File: config.mk
export PLATFORM = sky130hd
export DESIGN_NAME = ptns_dist
export DESIGN_NICKNAME = d
export VERILOG_FILES = /design/src/sv/ptns_pkg.sv /design/src/sv/ptns_dist.sv
export SDC_FILE = /design/constraint.sdc
export NUM_CORES = 2
export LEC_CHECK = 0
export ABC_AREA = 0
export BUFFER_PORTS_ARGS = -buffer_cell sky130_fd_sc_hd__buf_2
export CAP_MARGIN = 10
export CORE_UTILIZATION = 60
export CTS_BUF_LIST = sky130_fd_sc_hd__clkbuf_8
export CTS_CLUSTER_DIAMETER = 30
export DETAILED_ROUTE_END_ITERATION = 7
export PLACE_DENSITY = 0.78
export RECOVER_POWER = 50
export SYNTH_ARGS = -nofsm -noshare
export SYNTH_HDL_FRONTEND = slang
export SYNTH_SLANG_ARGS = --single-unit
File: constraint.sdc
create_clock -name clk -period 14 [get_ports clk]
set_clock_uncertainty 0.1 [all_clocks]
set_input_delay 2.1 -clock clk [delete_from_list [all_inputs] [get_ports clk]]
set_output_delay 2.1 -clock clk [all_outputs]
set_load 0.02 [all_outputs]
File: src/sv/ptns_pkg.sv
`default_nettype none
package ptns_pkg;
    localparam int TABLE_DEPTH = 32;
    localparam int CNT_W = $clog2(TABLE_DEPTH + 1);
    localparam int MAX_NBRS = 31;
    localparam logic [22:0] RADIUS_RESET = 23'd2573;
    localparam logic [22:0] MERGE_RESET = 23'd26;
    localparam logic CFG_RADIUS = 1'b0;
    localparam logic CFG_MERGE = 1'b1;

    typedef struct packed {
        logic signed [23:0] x;
        logic signed [23:0] y;
        logic signed [23:0] z;
        logic signed [15:0] vx;
        logic signed [15:0] vy;
        logic signed [15:0] vz;
        logic [7:0] id;
    } entry_t;

    typedef enum logic [1:0] {
        ST_IDLE,
        ST_MERGE,
        ST_SCAN,
        ST_CLOSE
    } state_t;

    // per-cell control
    typedef struct packed {
        logic load;      // write new report or write-back entry into this cell
        logic shift;     // take neighbor's entry (ring rotate)
    } cell_ctl_t;
endpackage
`default_nettype wire

File: src/sv/ptns_dist.sv
`default_nettype none
// Squared distance: square each axis (registered), then sum combinationally.
module ptns_dist (
    input  wire logic        clk,
    input  wire ptns_pkg::entry_t a,
    input  wire ptns_pkg::entry_t b,
    output      logic [50:0] dist2
);
    import ptns_pkg::*;
    logic signed [24:0] dx, dy, dz;
    logic [24:0] mx, my, mz;
    logic [49:0] sx_reg, sy_reg, sz_reg;
    assign dx = 25'(a.x) - 25'(b.x);
    assign dy = 25'(a.y) - 25'(b.y);
    assign dz = 25'(a.z) - 25'(b.z);
    assign mx = dx[24] ? 25'(-dx) : 25'(dx);
    assign my = dy[24] ? 25'(-dy) : 25'(dy);
    assign mz = dz[24] ? 25'(-dz) : 25'(dz);
    always_ff @(posedge clk)
    begin
        sx_reg <= mx * mx;
        sy_reg <= my * my;
        sz_reg <= mz * mz;
    end
    assign dist2 = 51'(sx_reg) + 51'(sy_reg) + 51'(sz_reg);
endmodule
`default_nettype wire

Yosys cells after proc, flatten, opt, wreduce, memory -nomap -nowiden
Index checks and enable logic that the tools add are counted.
{ "op_classes": {"n_mux": 3, "addsub": 8, "n_mul": 3} }
{ "ops": {"columns": ["op", "n"], "rows": [
  ["$mul 25x25->50", 3],
  ["$mux 25", 3],
  ["$neg 25->25", 3],
  ["$sub 24x24->25", 3],
  ["$add 50x50->51", 1],
  ["$add 51x50->51", 1]
]} }
{ "totals": {"elab_cells": 17, "register_bits": 150, "input_bits": 257} }

Depth between registers and ports, before layout
{ "logic_depth": {"ltp_word": 4, "depth_mapped": 42, "mapped_depth_nobuf": 41} }

Worst setup path after synthesis
OpenSTA, ideal clock, no wires.
{ "synth_path": {"kind": "input to register", "start": "input a[56] in the netlist's numbering", "end": "register sz_reg[49]", "t_arrival_ns": 11.790, "setup_ns": 0.122, "slack_ns": 1.988, "stages": 37, "cell_sequence": "inv_1 ha_1 fa_1 nand2b_1 a21oi_4 o21ai_0 nor4b_1 a2111oi_2 nand3_2 or4_4 o21ai_0 xnor2_1 clkbuf_1 nand2_1 fa_1 inv_1 fa_1 fa_1 inv_1 fa_1 inv_1 fa_1 inv_1 fa_1 inv_1 fa_1 ha_1 and4_1 nand2_1 a211o_1 a21oi_1 o21ai_0 o311ai_0 a21oi_1 o31ai_1 o21ai_0 xnor2_1"} }
{ "synth_between": {"elab_chain_cells": 4} }
{ "synth_lines": {"columns": ["item", "line", "source"], "rows": [
  ["start: declaration", "ptns_dist.sv:5", "input wire ptns_pkg::entry_t a,"],
  ["$sub 24x24->25 (*)", "ptns_dist.sv:15", "assign dz = 25'(a.z) - 25'(b.z);"],
  ["$neg 25->25", "ptns_dist.sv:18", "assign mz = dz[24] ? 25'(-dz) : 25'(dz);"],
  ["$mux 25 (*)", "ptns_dist.sv:18", null],
  ["$mul 25x25->50 (*)", "ptns_dist.sv:23", "sz_reg <= mz * mz;"],
  ["end signal: assignment", "ptns_dist.sv:23", null],
  ["end: declaration", "ptns_dist.sv:12", "logic [49:0] sx_reg, sy_reg, sz_reg;"]
]} }
Every way passes the cells marked *; elsewhere a longest branch is shown, timed or not.

Worst setup path in the final report
{ "layout_path": {"start": "input b[113] in the netlist's numbering", "end": "register sx_reg[47]"} }
{ "layout_between": {"elab_chain_cells": 4} }
{ "layout_lines": {"columns": ["item", "line", "source"], "rows": [
  ["start: declaration", "ptns_dist.sv:6", "input wire ptns_pkg::entry_t b,"],
  ["$sub 24x24->25 (*)", "ptns_dist.sv:13", "assign dx = 25'(a.x) - 25'(b.x);"],
  ["$neg 25->25", "ptns_dist.sv:16", "assign mx = dx[24] ? 25'(-dx) : 25'(dx);"],
  ["$mux 25 (*)", "ptns_dist.sv:16", null],
  ["$mul 25x25->50 (*)", "ptns_dist.sv:21", "sx_reg <= mx * mx;"],
  ["end signal: assignment", "ptns_dist.sv:21", null],
  ["end: declaration", "ptns_dist.sv:12", null]
]} }
Marks and branches as above.

==> out/metrics.csv <==
stage;metric;value;unit
status;status;complete, but fails checks;
status;violations;design-rule violations, max-capacitance violations, max-slew violations;
synth;ys_ff_latch;147;
synth;synth_cells;7156;
synth;synth-main-ff-cell;dfxtp_1;
sta;finalSetupViolCount;0;
global_route;grt_pass1_wl;270;mm
clock_tree;ctsResizeCount;0;
synth;synth_warnings;0;
global_route;track_usage;0.318;
place;io_buffers;195;
clock_tree;post-cts-setup-buffer-count;0;
routing;final_antenna_net_count;0;
sta;maxSlewViolCount;2;
clock_tree;cts_hold_buf;0;
routing;drc;13;
global_route;antenna_found_initial;9;
critical_path;path_buf_inv;4;
sta;period_minus_slack;13.13;ns
run;maxCapViolCount;1;
layout;multi_input_area;0.0536;mm2
synth;synthArstFlopShare;0;
critical_path;critPathCaptureType;flip-flop;
floorplanning;initial_core_util;0.607;
floorplanning;num_rows;119;
worst_hold_path;holdCritPathClass;input port to flip-flop;
synth;syn_area;0.0642;mm2
place;gp_congestion;0.974;
global_route;first_global_vias;53400;
place;dp_slack;0.687;ns
critical_path;start_kind;input port;
synth;yosysUniqueCellTypes;110;
clock_tree;cts_tree;done;
clock_tree;cts.htree.levels;4;
place;hpwl;140;mm
routing;firstDrtPassIters;8;
layout;final_cell_mix;1860 x inv_1, 1457 x fa_1, 663 x ha_1, 655 x nor2_1, 558 x nand2_1;
clock_tree;root_buffer;clkbuf_8;
critical_path;crit_required;14.32;ns
synth;synth_edf_count;0;
routing;vias;49100;
routing;route.final.wire_length;164;mm
sta;relSlewSlack;-0.263;
routing;dr.first_iter.drc_count;3558;
layout;seqCellArea;0.00294;mm2
global_route;grt.overflow.total;0;
critical_path;critPathKind;input port to flip-flop;
floorplanning;fp.dieW;329;um
floorplanning;dieArea;0.108;mm2
place;place_area;0.0673;mm2
layout;final_common_cell;inv_1;
critical_path;crit_arrival;13.45;ns
clock_tree;numCtsBuffers;17;
sta;hold_violations;0;
clock_tree;path_clk_slew;0.09;ns
critical_path;critical_path.top_delay_family;compound AO/OA/AOI/OAI gates;
critical_path;max_stage_delay;0.88;ns
synth;avgSynthCellArea;8.97;um2
sta;rsz0062_at_grt;false;
routing;post_drt_wl_per_cell;18.8;um
layout;final_area;0.0676;mm2
layout;areaGrowthSynthToFinish;5.27;%
clock_tree;clock_path_buffers;2;
sta;fin_crit_sh;0.938;
layout;fillers;8710;
critical_path;crit_fanout;12;
floorplanning;io_pins;308;
layout;drive_gt1_frac;0.0556;
critical_path;critPathSlowestCell;a21boi_0;
synth;ys_seq_area_frac;0.0458;
floorplanning;die_h;329;um
sta;timing.hold.ws;2.36;ns
sta;worst_pin_slew;1.87;ns
floorplanning;core_area;0.106;mm2
sta;fin_ws;0.867;ns
routing;viasPerCell;5.60;
global_route;grt_max_degree;27;
layout;nets;9735;
clock_tree;cts_sinks;147;
sta;clock.fmax;0.0761;GHz
critical_path;crit_path_frequent_cell;fa_1;
sta;tns;0;ns
==> metrics by stage <==
step / util / std cells
2_1_floorplan: - / 7211
3_3_place_gp: 0.637 / 8730
3_5_place_dp: 0.637 / 8730
4_1_cts: 0.640 / 8761
5_1_grt: 0.639 / 8762
6_report: 0.639 / 8762
==> cell usage after synthesis, types with 41 or more instances <==
master	number	area share
a21oi_1	233	0.018
clkbuf_1	128	0.0075
dfxtp_1	147	0.046
nand2_1	558	0.033
ha_1	663	0.13
xnor2_1	198	0.027
o21ai_0	132	0.010
buf_2	41	0.0032
nor2_1	655	0.038
nor3_1	67	0.0052
a21o_1	132	0.015
nand3_1	67	0.0052
nand2b_1	73	0.0071
xor2_1	105	0.014
inv_1	1858	0.11
o21a_1	45	0.0053
fa_1	1457	0.45
==> per-layer routing <==
layer / vias up / track usage / routed length (um)
li1: 22100 / - / -
met1: 24300 / 0.400 / 62100
met2: 2156 / 0.540 / 79200
met3: 537 / 0.0562 / 14700
met4: 8 / 0.135 / 8390
met5: - / 0 / 50
==> layout make-up <==
class                   instances  area share
well taps                    1391      0.0257
diodes                          1   0.0000370
inverters                    1883       0.105
multi-input cells            4993       0.793
flip-flops and latches        147      0.0435
clock inverters                13     0.00237
repair buffers                316      0.0267
clock buffers                  18     0.00366
==> worst paths after layout <==
kind | cells past startpoint | slack, ns | end | startpoint
setup / recovery | 33 | 0.87 | sx_reg[47]$_DFF_P_ | b[113]
hold / removal | 5 | 2.36 | sy_reg[49]$_DFF_P_ | a[103]
==> cells by family after synthesis <==
logic type,after synthesis,share of synthesized area
muxes,8,0.00129
and+or+nand+nor,1661,0.116
other,2,0.000117
DFF,147,0.0458
xor gates and xnor gates,308,0.0428
AOI/OAI and AO/OA,839,0.0880
buffers and inverters,2071,0.123
adders and majority gates,2120,0.583
Power is left out: the tool's default activity adds up to more than one toggle a clock period on the data nets, which glitch-free logic cannot reach.
