File: config.mk
export PLATFORM = sky130hd
export DESIGN_NAME = ptns_cell
export DESIGN_NICKNAME = d
export VERILOG_FILES = /design/src/sv/ptns_pkg.sv /design/src/sv/ptns_cell.sv
export SDC_FILE = /design/constraint.sdc
export NUM_CORES = 1
export LEC_CHECK = 0
export BUFFER_PORTS_ARGS = -buffer_cell sky130_fd_sc_hd__buf_2
export CAP_MARGIN = 20
export CORE_AREA = 10 10 140 142
export DETAILED_ROUTE_END_ITERATION = 8
export DIE_AREA = 0 0 150 152
export GPL_TIMING_DRIVEN = 0
export HOLD_SLACK_MARGIN = 0.15
export PLACE_DENSITY = 0.74
export SYNTH_ARGS = -nofsm -noshare
export SYNTH_HDL_FRONTEND = slang
export SYNTH_SLANG_ARGS = --single-unit
File: constraint.sdc
create_clock -name clk -period 2.5 [get_ports clk]
set_input_delay 0.125 -clock clk [delete_from_list [all_inputs] [get_ports clk]]
set_output_delay 0.125 -clock clk [all_outputs]
set_load 0.05 [all_outputs]
File: src/sv/ptns_pkg.sv
`default_nettype none
package ptns_pkg;
    localparam int TABLE_DEPTH = 32;
    localparam int CNT_W = $clog2(TABLE_DEPTH + 1);
    localparam int MAX_NBRS = 31;
    localparam logic [22:0] RADIUS_RESET = 23'd2573;
    localparam logic [22:0] MERGE_RESET = 23'd26;
    localparam logic CFG_RADIUS = 1'b0;
    localparam logic CFG_MERGE = 1'b1;

    typedef struct packed {
        logic signed [23:0] x;
        logic signed [23:0] y;
        logic signed [23:0] z;
        logic signed [15:0] vx;
        logic signed [15:0] vy;
        logic signed [15:0] vz;
        logic [7:0] id;
    } entry_t;

    typedef enum logic [1:0] {
        ST_IDLE,
        ST_MERGE,
        ST_SCAN,
        ST_CLOSE
    } state_t;

    // per-cell control
    typedef struct packed {
        logic load;      // write new report or write-back entry into this cell
        logic shift;     // take neighbor's entry (ring rotate)
    } cell_ctl_t;
endpackage
`default_nettype wire

File: src/sv/ptns_cell.sv
`default_nettype none
module ptns_cell (
    input  wire logic             clk,
    input  wire ptns_pkg::cell_ctl_t ctl,
    input  wire ptns_pkg::entry_t new_entry,
    input  wire ptns_pkg::entry_t prev_entry,
    output      ptns_pkg::entry_t entry
);
    import ptns_pkg::*;
    entry_t data_reg;
    always_ff @(posedge clk)
    begin
        if (ctl.load)
        begin
            data_reg <= new_entry;
        end
        else if (ctl.shift)
        begin
            data_reg <= prev_entry;
        end
    end
    assign entry = data_reg;
endmodule
`default_nettype wire

==> results of run 1 <==
[metrics by stage]
stage / hold WS (ns) / instance area (um2) / std cells / setup WS, ns
floorplan: 0.3448 / 5443 / 271 / 0.09397
global placement: 0.4249 / 7651 / 881 / -0.6966
detailed placement: 0.4283 / 7681 / 882 / 0.5110
[synth_stat cells]
cell,n
or2_2,1
edfxtp_1,128
mux2_2,128
buf_2,1
buf_6,13
[cell families after synthesis]
kind of cell	after synthesis
muxes	128
buffers and inverters	14
DFF	128
and+or+nand+nor	1
==> impl_metrics.env, run 1 <==
export IMPL_rows=48
export IMPL_synth_cell_type_count=5
export IMPL_post_cts_setup_buffers=0
export IMPL_cts_max_level=4
export IMPL_postCtsResizedCells=0
export IMPL_yosys_area_top_type="edfxtp_1"
export IMPL_synth_fa_ha_area_frac=0
export IMPL_initial_core_util=0.3214
export IMPL_cts_hold_buf=184
export IMPL_synth_top_family_by_area="multiplexers"
export IMPL_synth_compound_area_share=0
export IMPL_synth_mux_area_frac=0.2648
export IMPL_ys_seq_elements=128
export IMPL_pin_count=387
export IMPL_yosys_area_share_xor_xnor=0
export IMPL_clock_root_buffer="clkbuf_16"
export IMPL_yosys_warnings=0
export IMPL_haltStage="4_1_cts"
export IMPL_netlist_area_leader_share=0.7062
export IMPL_numCtsBuffers=17
export IMPL_netlist_area_um2=5443
export IMPL_cts_buffer_depth=2
export IMPL_die_h_um=152
export IMPL_gp_congestion=0.8342
export IMPL_cts_sinks=128
export IMPL_ys_seq_area_frac=0.7062
export IMPL_syn_num_nets=530
export IMPL_avgSynthCellArea_um2=20.08
export IMPL_yosys_top_cells_area="edfxtp_1 (71%), mux2_2 (26%), buf_6 (2.7%), or2_2 (0.11%), buf_2 (0.092%)"
export IMPL_die_x_um=150
export IMPL_io_buffers=385
export IMPL_status="aborted with a tool error"
export IMPL_error="[ERROR RSZ-0060] Max buffer count reached."
export IMPL_dp_hpwl_mm=15.40
export IMPL_synthCells=271
export IMPL_synth_simple_gate_area_frac=0.001149
==> run 2, diff against run 1 <==
--- a/config.mk
+++ b/config.mk
@@ -7,12 +7,11 @@
 export LEC_CHECK = 0
 export BUFFER_PORTS_ARGS = -buffer_cell sky130_fd_sc_hd__buf_2
 export CAP_MARGIN = 20
-export CORE_AREA = 10 10 140 142
+export CORE_AREA = 10 10 144 146
 export DETAILED_ROUTE_END_ITERATION = 8
-export DIE_AREA = 0 0 150 152
+export DIE_AREA = 0 0 154 156
 export GPL_TIMING_DRIVEN = 0
-export HOLD_SLACK_MARGIN = 0.15
-export PLACE_DENSITY = 0.74
+export PLACE_DENSITY_LB_ADDON = 0.15
 export SYNTH_ARGS = -nofsm -noshare
 export SYNTH_HDL_FRONTEND = slang
 export SYNTH_SLANG_ARGS = --single-unit
==> constraint.sdc (replaced) <==
create_clock -name clk -period 3.25 [get_ports clk]
set_input_delay 0.1625 -clock clk [delete_from_list [all_inputs] [get_ports clk]]
set_output_delay 0.1625 -clock clk [all_outputs]
set_load 0.05 [all_outputs]
==> run 2 against run 1 <==
The flow now finishes without violations; area after synthesis stayed put; synthesized cell count is the same.
==> impl_metrics.env, run 2 <==
export IMPL_antenna_found_initial=4
export IMPL_netlist_area_um2=5443
export IMPL_drive_above_1_share=0.8101
export IMPL_postCtsResizedCells=0
export IMPL_post_cts_setup_buffers=0
export IMPL_fill_cells=1606
export IMPL_synth_mux_area_frac=0.2648
export IMPL_fin_nets=936
export IMPL_timing_hold_violations_final=0
export IMPL_pin_count=387
export IMPL_p_leak_nw=3.711
export IMPL_core_region_area_um2=17840
export IMPL_grt_total_usage=0.1563
export IMPL_worst_slew_pin_slew_ns=0.3383
export IMPL_crit_path_end_kind="register"
export IMPL_synth_edf_count=128
export IMPL_syn_num_nets=530
export IMPL_routed_wl_mm=19.53
export IMPL_critPathLaunchType="input pin"
export IMPL_die_area_um2=24020
export IMPL_clock_power_share=0.367
export IMPL_viasPerCell=4.393
export IMPL_grt_first_pass_wirelength_mm=28.23
export IMPL_rsz0062_at_grt="no"
export IMPL_setup_viol=0
export IMPL_hp_start="new_entry[98]"
export IMPL_worstPathArrival_ns=1.37
export IMPL_die_x_um=154
export IMPL_synthCells=271
export IMPL_final_common_cell="buf_2"
export IMPL_setup_tns_ns=0
export IMPL_path_clk_slew_ns=0.06
export IMPL_crit_family="buffers and inverters"
export IMPL_power_frac_seq=0.396
export IMPL_crit_type="in -> reg"
export IMPL_crit_slowest_cell="buf_16"
export IMPL_cts_sinks=128
export IMPL_slew_headroom=0.7745
export IMPL_avgSynthCellArea_um2=20.08
export IMPL_cap_violations=0
export IMPL_hold_path_end="entry[98]$_DFFE_PP_"
export IMPL_dr_pass1_iters=5
export IMPL_synth_fa_ha_area_frac=0
export IMPL_overflow=0
export IMPL_cts_hold_buf=0
export IMPL_gp_congestion=0.8180
export IMPL_grt_max_degree=64
export IMPL_synthArstFlopShare=0
export IMPL_drt_wirelength_per_cell_um=21.19
export IMPL_timing_hold_ws_ns=0.04817
export IMPL_synth_simple_gate_area_frac=0.001149
export IMPL_crit_buf_inv=4
export IMPL_yosys_warnings=0
export IMPL_final_cell_mix="buf_2 (386), mux2_2 (128), edfxtp_1 (128)"
export IMPL_holdPathStages=2
export IMPL_slowest_delay_ns=0.32
export IMPL_initial_core_util=0.3051
export IMPL_netlist_area_leader_share=0.7062
export IMPL_via_count=4050
export IMPL_max_freq_mhz=772.7
export IMPL_cts_max_level=4
export IMPL_yosys_area_top_type="edfxtp_1"
export IMPL_clock_root_buffer="clkbuf_16"
export IMPL_largest_reg_flops=128
export IMPL_synthFlopType="edfxtp_1"
export IMPL_status="completed"
export IMPL_dp_hpwl_mm=16.01
export IMPL_synth_top_family_by_area="multiplexers"
export IMPL_area_delta_synth_final_pct=52.76
export IMPL_dr_first_iter_drc_count=130
export IMPL_synth_cell_type_count=5
export IMPL_io_buffers=385
export IMPL_power_density_nw_per_um2=628.8
export IMPL_yosys_area_share_xor_xnor=0
export IMPL_cts_tree="built"
export IMPL_p_sw_frac=0.3140
export IMPL_final_min_clock_period_ns=1.294
export IMPL_internal_power_mw=3.587
export IMPL_p_comb_frac=0.237
export IMPL_yosys_top_cells_area="edfxtp_1 (71%), mux2_2 (26%), buf_6 (2.7%), or2_2 (0.11%), buf_2 (0.092%)"
export IMPL_ys_seq_elements=128
export IMPL_synth_commonest_cells="edfxtp_1 (128), mux2_2 (128), buf_6 (13)"
export IMPL_drcViolationCount=0
export IMPL_rows=49
export IMPL_ys_seq_area_frac=0.7062
export IMPL_path_cells="buf_6 -> buf_6 -> or2_4 -> buf_16 -> buf_16"
export IMPL_die_h_um=156
export IMPL_hold_path_class="in -> reg"
export IMPL_grt_pass1_vias=4762
export IMPL_synth_compound_area_share=0
export IMPL_ant_nets=0
export IMPL_p_switching_mw=1.642
export IMPL_min_period_over_period=0.3982
export IMPL_ir_drop_v=0.0003346
export IMPL_finalMaxSlewViolations=0
export IMPL_crit_required_ns=3.33
export IMPL_crit_path_max_fanout=63
export IMPL_numCtsBuffers=17
export IMPL_cts_buffer_depth=2
## run 2: routing by layer
metal	global-route usage	vias up	part of all wire	routed length, um
li1	-	1898	-	-
met1	0.1421	1900	0.32	6319
met2	0.2793	235	0.53	10420
met3	0.09677	17	0.13	2483
met4	0.05353	0	0.016	308
met5	0	-	0	0
## run 2: kinds of logic after synthesis
kind of cell / after synthesis
buf+inv: 14
flops: 128
simple gates: 1
mux: 128
## run 2: worst max path at each step
stage | from | to | slack (ns) | depth (start not counted)
floorplan | ctl[1] | entry[0]$_DFFE_PP_ | 0.81 | 3
CTS | ctl[1] | entry[46]$_DFFE_PP_ | 1.94 | 5
global placement | ctl[1] | entry[71]$_DFFE_PP_ | 0.001 | 3
detailed placement | ctl[1] | entry[52]$_DFFE_PP_ | 1.50 | 5
finish | ctl[1] | entry[51]$_DFFE_PP_ | 1.96 | 5
global route | ctl[1] | entry[33]$_DFFE_PP_ | 1.88 | 5
## run 2: layout make-up
cell class | count | area [um2] | share of cell area
sequential | 128 | 3844 | 0.4623
timing repair buffer | 387 | 1982 | 0.2384
multi-input combinational | 129 | 1450 | 0.1744
clock buffer | 17 | 425.4 | 0.05117
tap | 229 | 286.5 | 0.03446
clock inverter | 15 | 167.7 | 0.02017
buffer | 14 | 151.4 | 0.01821
antenna | 3 | 7.507 | 0.0009029
## run 2: through the flow
stage	power (mW)	instances	utilization	cell area (um2)	worst slack, ns
after floorplan	2.956	271	-	5443	0.8065
after global placement	3.345	885	0.4291	7656	0.001299
after detailed placement	3.360	887	0.4324	7714	1.496
after CTS	5.301	919	0.4656	8307	1.943
after global routing	5.440	922	0.4660	8314	1.883
final	5.228	922	0.4660	8314	1.956
## run 2: power by group through the flow
stage               Sequential [mW]  Combinational [mW]  Clock [mW]
global placement               2.11                1.24           0
global route                   2.09                1.30        2.05
CTS                            2.07                1.26        1.97
finish                         2.07                1.24        1.92
floorplan                      2.76               0.192           0
detailed placement             2.11                1.25           0
No activity file was read; power rests on OpenSTA's default activity.
==> run 3, diff against run 2 <==
--- a/config.mk
+++ b/config.mk
@@ -5,11 +5,12 @@
 export SDC_FILE = /design/constraint.sdc
 export NUM_CORES = 1
 export LEC_CHECK = 0
+export ABC_AREA = 1
 export BUFFER_PORTS_ARGS = -buffer_cell sky130_fd_sc_hd__buf_2
 export CAP_MARGIN = 20
-export CORE_AREA = 10 10 144 146
+export CORE_AREA = 10 10 140 142
 export DETAILED_ROUTE_END_ITERATION = 8
-export DIE_AREA = 0 0 154 156
+export DIE_AREA = 0 0 150 152
 export GPL_TIMING_DRIVEN = 0
 export PLACE_DENSITY_LB_ADDON = 0.15
 export SYNTH_ARGS = -nofsm -noshare
==> constraint.sdc (replaced) <==
create_clock -name clk -period 1.04 [get_ports clk]
set_input_delay 0.052 -clock clk [delete_from_list [all_inputs] [get_ports clk]]
set_output_delay 0.052 -clock clk [all_outputs]
set_load 0.05 [all_outputs]
==> run 3 against run 2 <==
The run now fails in 4_1_cts; area after synthesis grew 0.51%; synthesized cell count grew 100%.
==> impl_metrics.env, run 3 <==
export IMPL_ys_seq_elements=128
export IMPL_netlist_area_um2=5470
export IMPL_clock_root_buffer="clkbuf_16"
export IMPL_dp_hpwl_mm=17.06
export IMPL_synth_edf_count=128
export IMPL_cts_hold_buf=238
export IMPL_error="[ERROR RSZ-0060] Max buffer count reached."
export IMPL_initial_core_util=0.3230
export IMPL_post_cts_setup_buffers=0
export IMPL_yosys_warnings=0
export IMPL_yosys_area_top_type="edfxtp_1"
export IMPL_synthCells=542
export IMPL_syn_num_nets=801
export IMPL_yosys_top_cells_area="edfxtp_1 (70%), nand2_1 (26%), buf_4 (1.9%), buf_2 (1.3%), or2_2 (0.11%)"
export IMPL_synthArstFlopShare=0
export IMPL_io_buffers=386
export IMPL_ys_seq_area_frac=0.7027
export IMPL_postCtsResizedCells=233
export IMPL_avgSynthCellArea_um2=10.09
export IMPL_cts_sinks=128
export IMPL_pin_count=387
export IMPL_die_x_um=150
export IMPL_synth_most_common_cell="nand2_1"
export IMPL_status="aborted with a tool error"
export IMPL_synth_cell_type_count=6
export IMPL_synthFlopType="edfxtp_1"
export IMPL_numCtsBuffers=17
export IMPL_gp_congestion=0.8691
export IMPL_dpl_instance_area_um2=7741
export IMPL_haltStage="4_1_cts"
export IMPL_die_h_um=152
export IMPL_cts_max_level=4
export IMPL_synth_fa_ha_area_frac=0
export IMPL_synth_top_family_by_area="simple AND/OR/NAND/NOR gates"
export IMPL_synth_simple_gate_area_frac=0.2646
export IMPL_synth_commonest_cells="nand2_1 (384), edfxtp_1 (128), buf_2 (14), buf_4 (14)"
export IMPL_synth_compound_area_share=0
export IMPL_yosys_area_share_xor_xnor=0
export IMPL_synth_mux_area_frac=0
export IMPL_rows=48
export IMPL_netlist_area_leader_share=0.7027
export IMPL_cts_buffer_depth=2
run 3: cell count changes after synthesis, sizes merged:
cell,delta
buf,+14
inv,+1
mux2,-128
nand2,+384
run 3: logic make-up after synthesis:
kind of cell           after synthesis
AND/OR/NAND/NOR                    385
flip-flops                         128
buffers and inverters               29
run 3: stage by stage:
step / TNS, ns / worst slack (ns) / instances
2_1_floorplan: -62.11 / -0.4853 / 542
3_3_place_gp: -148.43 / -1.170 / 1153
3_5_place_dp: -58.48 / -0.5550 / 1155
